`config.mk`:
```
export PLATFORM = sky130hd
export DESIGN_NAME = sorted_priority_queue
export DESIGN_NICKNAME = d
export VERILOG_FILES = /design/src/sv/spq_pkg.sv /design/src/sv/spq_cell.sv /design/src/sv/sorted_priority_queue.sv
export SDC_FILE = /design/constraint.sdc
export NUM_CORES = 2
export LEC_CHECK = 0
export BUFFER_PORTS_ARGS = -buffer_cell sky130_fd_sc_hd__buf_2
export CAP_MARGIN = 20
export CORE_MARGIN = 1.5
export CORE_UTILIZATION = 50
export CTS_CLUSTER_SIZE = 10
export DETAILED_ROUTE_END_ITERATION = 16
export PLACE_DENSITY = 0.73
export SYNTH_ARGS = -nofsm -noshare
export SYNTH_HDL_FRONTEND = slang
export SYNTH_SLANG_ARGS = --single-unit
```
`constraint.sdc`:
```
create_clock -name clk -period 15.05 [get_ports clk]
set_input_delay 1.505 -clock clk [delete_from_list [all_inputs] [get_ports clk]]
set_output_delay 1.505 -clock clk [all_outputs]
set_load 0.01 [all_outputs]
```
`src/sv/spq_pkg.sv`:
```
// Shared types and constants for the sorted priority queue.
// No dependencies; used by every module of the block and by its checker.
package spq_pkg;

    localparam int CAPACITY_DEF = 16;
    localparam int PRIO_W       = 16;
    localparam int DATA_W       = 32;
    localparam int STATUS_W     = 2;
    localparam int OCC_W        = 5;

    localparam logic OP_INSERT = 1'b0;
    localparam logic OP_REMOVE = 1'b1;

    localparam logic [STATUS_W-1:0] ST_OK        = 2'd0;
    localparam logic [STATUS_W-1:0] ST_UNDERFLOW = 2'd1;
    localparam logic [STATUS_W-1:0] ST_FULL      = 2'd2;

    // One command transaction.
    typedef struct packed {
        logic                     operation;
        logic signed [PRIO_W-1:0] priority_req;
        logic signed [DATA_W-1:0] item_data;
    } spq_in_t;

    // One result transaction.
    typedef struct packed {
        logic signed [DATA_W-1:0] removed_data;
        logic [STATUS_W-1:0]      status;
        logic [OCC_W-1:0]         occupancy;
    } spq_out_t;

    // Contents of one cell as seen by its neighbors.
    typedef struct packed {
        logic                     valid;
        logic signed [PRIO_W-1:0] prio;
        logic signed [DATA_W-1:0] data;
    } spq_entry_t;

    // Broadcast control from the top level to every cell.
    typedef struct packed {
        logic                     ins;
        logic                     rem;
        logic signed [PRIO_W-1:0] prio;
        logic signed [DATA_W-1:0] data;
    } spq_ctl_t;

endpackage

```
`src/sv/spq_cell.sv`:
```
// One storage cell of the sorted priority queue chain.
// Depends on spq_pkg for the entry and control types.
module spq_cell
(
    input  logic              clk,
    input  logic              rst_n,
    input  spq_pkg::spq_ctl_t ctl,
    input  spq_pkg::spq_entry_t left_entry,
    input  logic              left_le,
    input  spq_pkg::spq_entry_t right_entry,
    output spq_pkg::spq_entry_t entry,
    output logic              le
);

    logic                             valid_reg, valid_next;
    logic signed [spq_pkg::PRIO_W-1:0] prio_reg, prio_next;
    logic signed [spq_pkg::DATA_W-1:0] data_reg, data_next;

    // The cell holds an entry that stays ahead of the new one.
    assign le = valid_reg && (prio_reg <= ctl.prio);

    always_comb
    begin
        valid_next = valid_reg;
        prio_next  = prio_reg;
        data_next  = data_reg;
        if (ctl.ins)
        begin
            if (!le)
            begin
                if (left_le)
                begin
                    valid_next = 1'b1;
                    prio_next  = ctl.prio;
                    data_next  = ctl.data;
                end
                else
                begin
                    valid_next = left_entry.valid;
                    prio_next  = left_entry.prio;
                    data_next  = left_entry.data;
                end
            end
        end
        else if (ctl.rem)
        begin
            valid_next = right_entry.valid;
            prio_next  = right_entry.prio;
            data_next  = right_entry.data;
        end
    end

    always_ff @(posedge clk or negedge rst_n)
    begin
        if (!rst_n)
        begin
            valid_reg <= 1'b0;
        end
        else
        begin
            valid_reg <= valid_next;
        end
    end

    always_ff @(posedge clk)
    begin
        prio_reg <= prio_next;
        data_reg <= data_next;
    end

    assign entry.valid = valid_reg;
    assign entry.prio  = prio_reg;
    assign entry.data  = data_reg;

endmodule

```
`src/sv/sorted_priority_queue.sv`:
```
// Top level of the sorted priority queue: a chain of spq_cell instances.
// Depends on spq_pkg and spq_cell.
//
//   channel   ports                     handshake
//   command   start, busy, cmd          taken when start is high and busy is low
//   result    done, result              shown for one cycle while done is high
//
// The whole chain shifts in the cycle a command is taken, and its result is
// registered and shown in the following cycle.
// busy is always low, so a new command may be given in every cycle.
// Reset clears the valid bit of each cell and the entry count; the stored
// priorities and data are not cleared, since an invalid cell is never read.
// The receiver cannot stall the result, so no backpressure path exists.
module sorted_priority_queue
#(
    parameter int CAPACITY = spq_pkg::CAPACITY_DEF
)
(
    input  logic              clk,
    input  logic              rst_n,
    input  logic              start,
    output logic              busy,
    input  spq_pkg::spq_in_t  cmd,
    output logic              done,
    output spq_pkg::spq_out_t result
);

    localparam int CW = $clog2(CAPACITY + 1);

    spq_pkg::spq_entry_t entries [CAPACITY];
    logic                le_bits [CAPACITY];
    spq_pkg::spq_ctl_t   ctl;

    logic          accept;
    logic          empty;
    logic          full;
    logic [CW-1:0] count_reg, count_next;

    logic              done_reg;
    spq_pkg::spq_out_t result_reg, result_next;

    // The chain resolves every command in the cycle it is taken, so busy stays low.
    assign busy   = 1'b0;
    assign accept = start && !busy;

    // Cells stay packed toward the head, so the end cells tell empty and full.
    assign empty = !entries[0].valid;
    assign full  = entries[CAPACITY-1].valid;

    // Refused transactions leave the cells untouched.
    assign ctl.ins  = accept && (cmd.operation == spq_pkg::OP_INSERT) && !full;
    assign ctl.rem  = accept && (cmd.operation == spq_pkg::OP_REMOVE) && !empty;
    assign ctl.prio = cmd.priority_req;
    assign ctl.data = cmd.item_data;

    // Each cell sees its left and right neighbors. The head cell takes a new entry
    // whenever it does not keep its own, and the tail cell shifts in an empty slot.
    genvar gi;
    generate
        for (gi = 0; gi < CAPACITY; gi++)
        begin : g_cell
            spq_pkg::spq_entry_t left_entry;
            spq_pkg::spq_entry_t right_entry;
            logic                left_le;

            if (gi == 0)
            begin : g_head
                assign left_entry = '0;
                assign left_le    = 1'b1;
            end
            else
            begin : g_body
                assign left_entry = entries[gi-1];
                assign left_le    = le_bits[gi-1];
            end

            if (gi == CAPACITY - 1)
            begin : g_tail
                assign right_entry = '0;
            end
            else
            begin : g_inner
                assign right_entry = entries[gi+1];
            end

            spq_cell u_cell
            (
                .clk         (clk),
                .rst_n       (rst_n),
                .ctl         (ctl),
                .left_entry  (left_entry),
                .left_le     (left_le),
                .right_entry (right_entry),
                .entry       (entries[gi]),
                .le          (le_bits[gi])
            );
        end
    endgenerate

    always_comb
    begin
        count_next = count_reg;
        if (ctl.ins)
        begin
            count_next = count_reg + CW'(1);
        end
        else if (ctl.rem)
        begin
            count_next = count_reg - CW'(1);
        end
    end

    // Build the result of the accepted transaction. The removed data is read
    // from the head cell before the chain shifts.
    always_comb
    begin
        result_next.removed_data = '0;
        result_next.status       = spq_pkg::ST_OK;
        result_next.occupancy    = spq_pkg::OCC_W'(count_next);
        if (cmd.operation == spq_pkg::OP_REMOVE)
        begin
            if (empty)
            begin
                result_next.status = spq_pkg::ST_UNDERFLOW;
            end
            else
            begin
                result_next.removed_data = entries[0].data;
            end
        end
        else if (full)
        begin
            result_next.status = spq_pkg::ST_FULL;
        end
    end

    always_ff @(posedge clk or negedge rst_n)
    begin
        if (!rst_n)
        begin
            count_reg <= '0;
            done_reg  <= 1'b0;
        end
        else
        begin
            count_reg <= count_next;
            done_reg  <= accept;
        end
    end

    always_ff @(posedge clk)
    begin
        if (accept)
        begin
            result_reg <= result_next;
        end
    end

    assign done   = done_reg;
    assign result = result_reg;

endmodule

```
==> impl_metrics.py <==
metrics = {
    "worst_setup_path": {
        "cp-end-kind": "flip-flop",
        "worst_ep_required_time_ps": 15350,
        "regToRegSetupSlack_ps": 10210,
        "arrival_ps": 6200,
        "start_kind": "input port",
        "crit_type": "in2reg",
        "cp_max_fo": 50,
    },
    "die": {
        "core_mm2": 0.09319,
        "die_w_um": 309.3,
        "initial_utilization_pct": 50.34,
        "rows": 112,
        "num_io_pins": 93,
        "die-area_mm2": 0.09567,
        "die_y_um": 309.3,
    },
    "clock_network": {
        "clock-sinks": 829,
        "cts_root_buf": "clkbuf_16",
        "ctsResizeCount": 0,
        "clkLatencyLatePin_ps": 690,
        "cts_tree": "done",
        "h-tree-depth": 3,
        "path_clk_slew_ps": 50,
        "holdBufCountCts": 0,
        "cts_buffer_depth": 3,
        "cts-buffers-inserted": 96,
        "post_cts_buffers": 0,
    },
    "drt": {
        "drtIter0Drc": 5345,
        "vias_per_cell": 6.585,
        "drc": 0,
        "final_antenna_net_count": 0,
        "dr.pass1.iters": 6,
        "wl_per_cell_um": 27.19,
        "num_vias": 37427,
        "wirelength_um": 154600,
    },
    "global_routing": {
        "grt_start_max_net_pins": 216,
        "grt_pass1_wl_um": 229900,
        "grt_pass1_vias": 35850,
        "antenna_found_initial": 8,
        "grt_remaining_overflow": 0,
        "grt_use_total_pct": 32.00,
    },
    "timing": {
        "rsz0062_at_grt": "no",
        "report.final.slew_viol_count": 0,
        "fin_crit_ps": 5899,
        "clock_skew_ps": 34.99,
        "hold_violations": 0,
        "max_slew_margin_pct": 23.80,
        "fin_crit_sh_pct": 39.20,
        "finalSetupViolCount": 0,
        "fin_worst_hold_slack_ps": 522.8,
        "fmax_mhz": 169.5,
        "finalSetupTns_ps": 0,
        "worstMarginPinSlew_ps": 1139,
    },
    "yosys": {
        "yosysSeqAreaShare_pct": 52.83,
        "async_flop_share_pct": 2.654,
        "synth_area_leaders": "edfxtp_1, ha_1, mux2i_1",
        "netlist_area_mm2": 0.04691,
        "synth_seq_cells": 829,
        "synth.avg_cell_area_um2": 10.39,
        "synth.distinct_cells": 64,
        "synth_edf_count": 807,
        "synth.largest_area_cell": "edfxtp_1",
        "syn-num-nets": 4808,
        "yosysTopAreaCellShare_pct": 51.65,
        "synthFlopType": "edfxtp_1",
        "synth_warnings": 0,
        "syn_inst": 4514,
    },
    "place": {
        "gp_congestion": 1.035,
        "hpwl_um": 92080,
        "place_area_mm2": 0.04809,
        "port_buffers": 91,
    },
    "layout": {
        "syn2layout_area_growth_pct": 8.412,
        "drive_gt1_share_pct": 8.657,
        "num-fill-cells": 7949,
        "largest_reg_flops": 512,
        "layout.nets": 4667,
        "final_cell_mix": "edfxtp_1, nand2_1, o21ai_0",
        "multiInputGateArea_mm2": 0.02062,
        "layout_commonest_cell": "edfxtp_1",
        "design_area_mm2": 0.05086,
        "seq_area_mm2": 0.02479,
    },
    "power_and_ir_drop": {
        "leakagePower_uw": 0.01864,
        "peakVddDrop_uv": 98.13,
        "p_per_area_mw_per_mm2": 184.7,
    },
    "job": {
        "max_cap_viol_count": 0,
    },
    "run_status": {
        "status": "complete, no violations",
    },
    "hold_path": {
        "hold_class": "reg2reg",
    },
}
[report_power, final]
group / total [uW] / leakage (uW) / switching, uW / internal (uW)
Combinational: 3290 / 0.00938 / 2230 / 1060
Sequential: 3970 / 0.00794 / 469 / 3500
Clock: 2140 / 0.00132 / 948 / 1190
Total: 9390 / 0.0186 / 3640 / 5750
[final cells by class]
cell class              instances  share of cell area, %
diodes                          6                0.02952
clock buffers                 136                  5.142
clock inverters                13                 0.2140
inverters                      40                 0.2952
multi-input cells            3256                  40.55
flip-flops and latches        829                  48.73
well taps                    1254                  3.085
repair buffers                150                  1.953
[cell families after synthesis]
kind of cell / Yosys count / synth area share, %
adder cells (fa/ha/maj): 242 / 6.454
XOR/XNOR: 4 / 0.07467
flip-flops: 829 / 52.83
AND/OR/NAND/NOR: 1538 / 14.58
buffers and inverters: 429 / 3.846
AO/OA/AOI/OAI: 1181 / 16.02
other: 1 / 0.007993
multiplexers: 290 / 6.190
[Yosys cell counts, types with 49 or more instances]
| cell type | n |
|---|---|
| o211ai_1 | 132 |
| a31oi_1 | 102 |
| ha_1 | 242 |
| nor3_1 | 136 |
| mux2i_1 | 289 |
| nand3_1 | 215 |
| clkbuf_1 | 298 |
| nor2_1 | 313 |
| o22ai_1 | 49 |
| a21oi_1 | 269 |
| nand2b_1 | 50 |
| nor2b_1 | 51 |
| nand2_1 | 641 |
| o21ai_0 | 365 |
| edfxtp_1 | 807 |
[worst paths after layout]
path                                               start                             to  cells past startpoint
max                                              cmd[47]  g_cell[7].u_cell.data_reg[28]                     11
min                                         count_reg[4]                   count_reg[4]                      1
max reg2reg                g_cell[7].u_cell.prio_reg[15]  g_cell[7].u_cell.data_reg[28]                      9
min reg2reg                                 count_reg[4]                   count_reg[4]                      1
max in group asynchronous                          rst_n     g_cell[0].u_cell.valid_reg                      1
min in group asynchronous                          rst_n                   count_reg[0]                      1
[metal layers]
| layer | vias to the layer above | share of wire, % | track usage [%] |
|---|---|---|---|
| met5 | - | 0.0084 | 0 |
| met4 | 2 | 4.7 | 15.18 |
| met3 | 383 | 11 | 5.581 |
| met2 | 2262 | 45 | 49.32 |
| met1 | 18077 | 40 | 44.00 |
| li1 | 16703 | - | - |
[through the flow]
step	instances	setup WS [ps]	power, uW	util (%)
final	5684	9151	9394	54.58
after floorplan	4514	7284	6022	-
after global routing	5682	9064	9787	54.57
after CTS	5677	9284	9307	54.53
after detailed placement	5528	8614	7175	51.61
after global placement	5527	8712	7078	51.59
[worst max-delay path: stages]
cell	delay [ps]
buf_2	240
inv_1	360
ha_1	550
nand4_1	180
or2_2	380
a211oi_1	270
or4_2	170
buf_4	740
a21oi_1	280
o21ai_4	710
buf_4	720
Note: power is estimated with default switching activity, not from simulation.
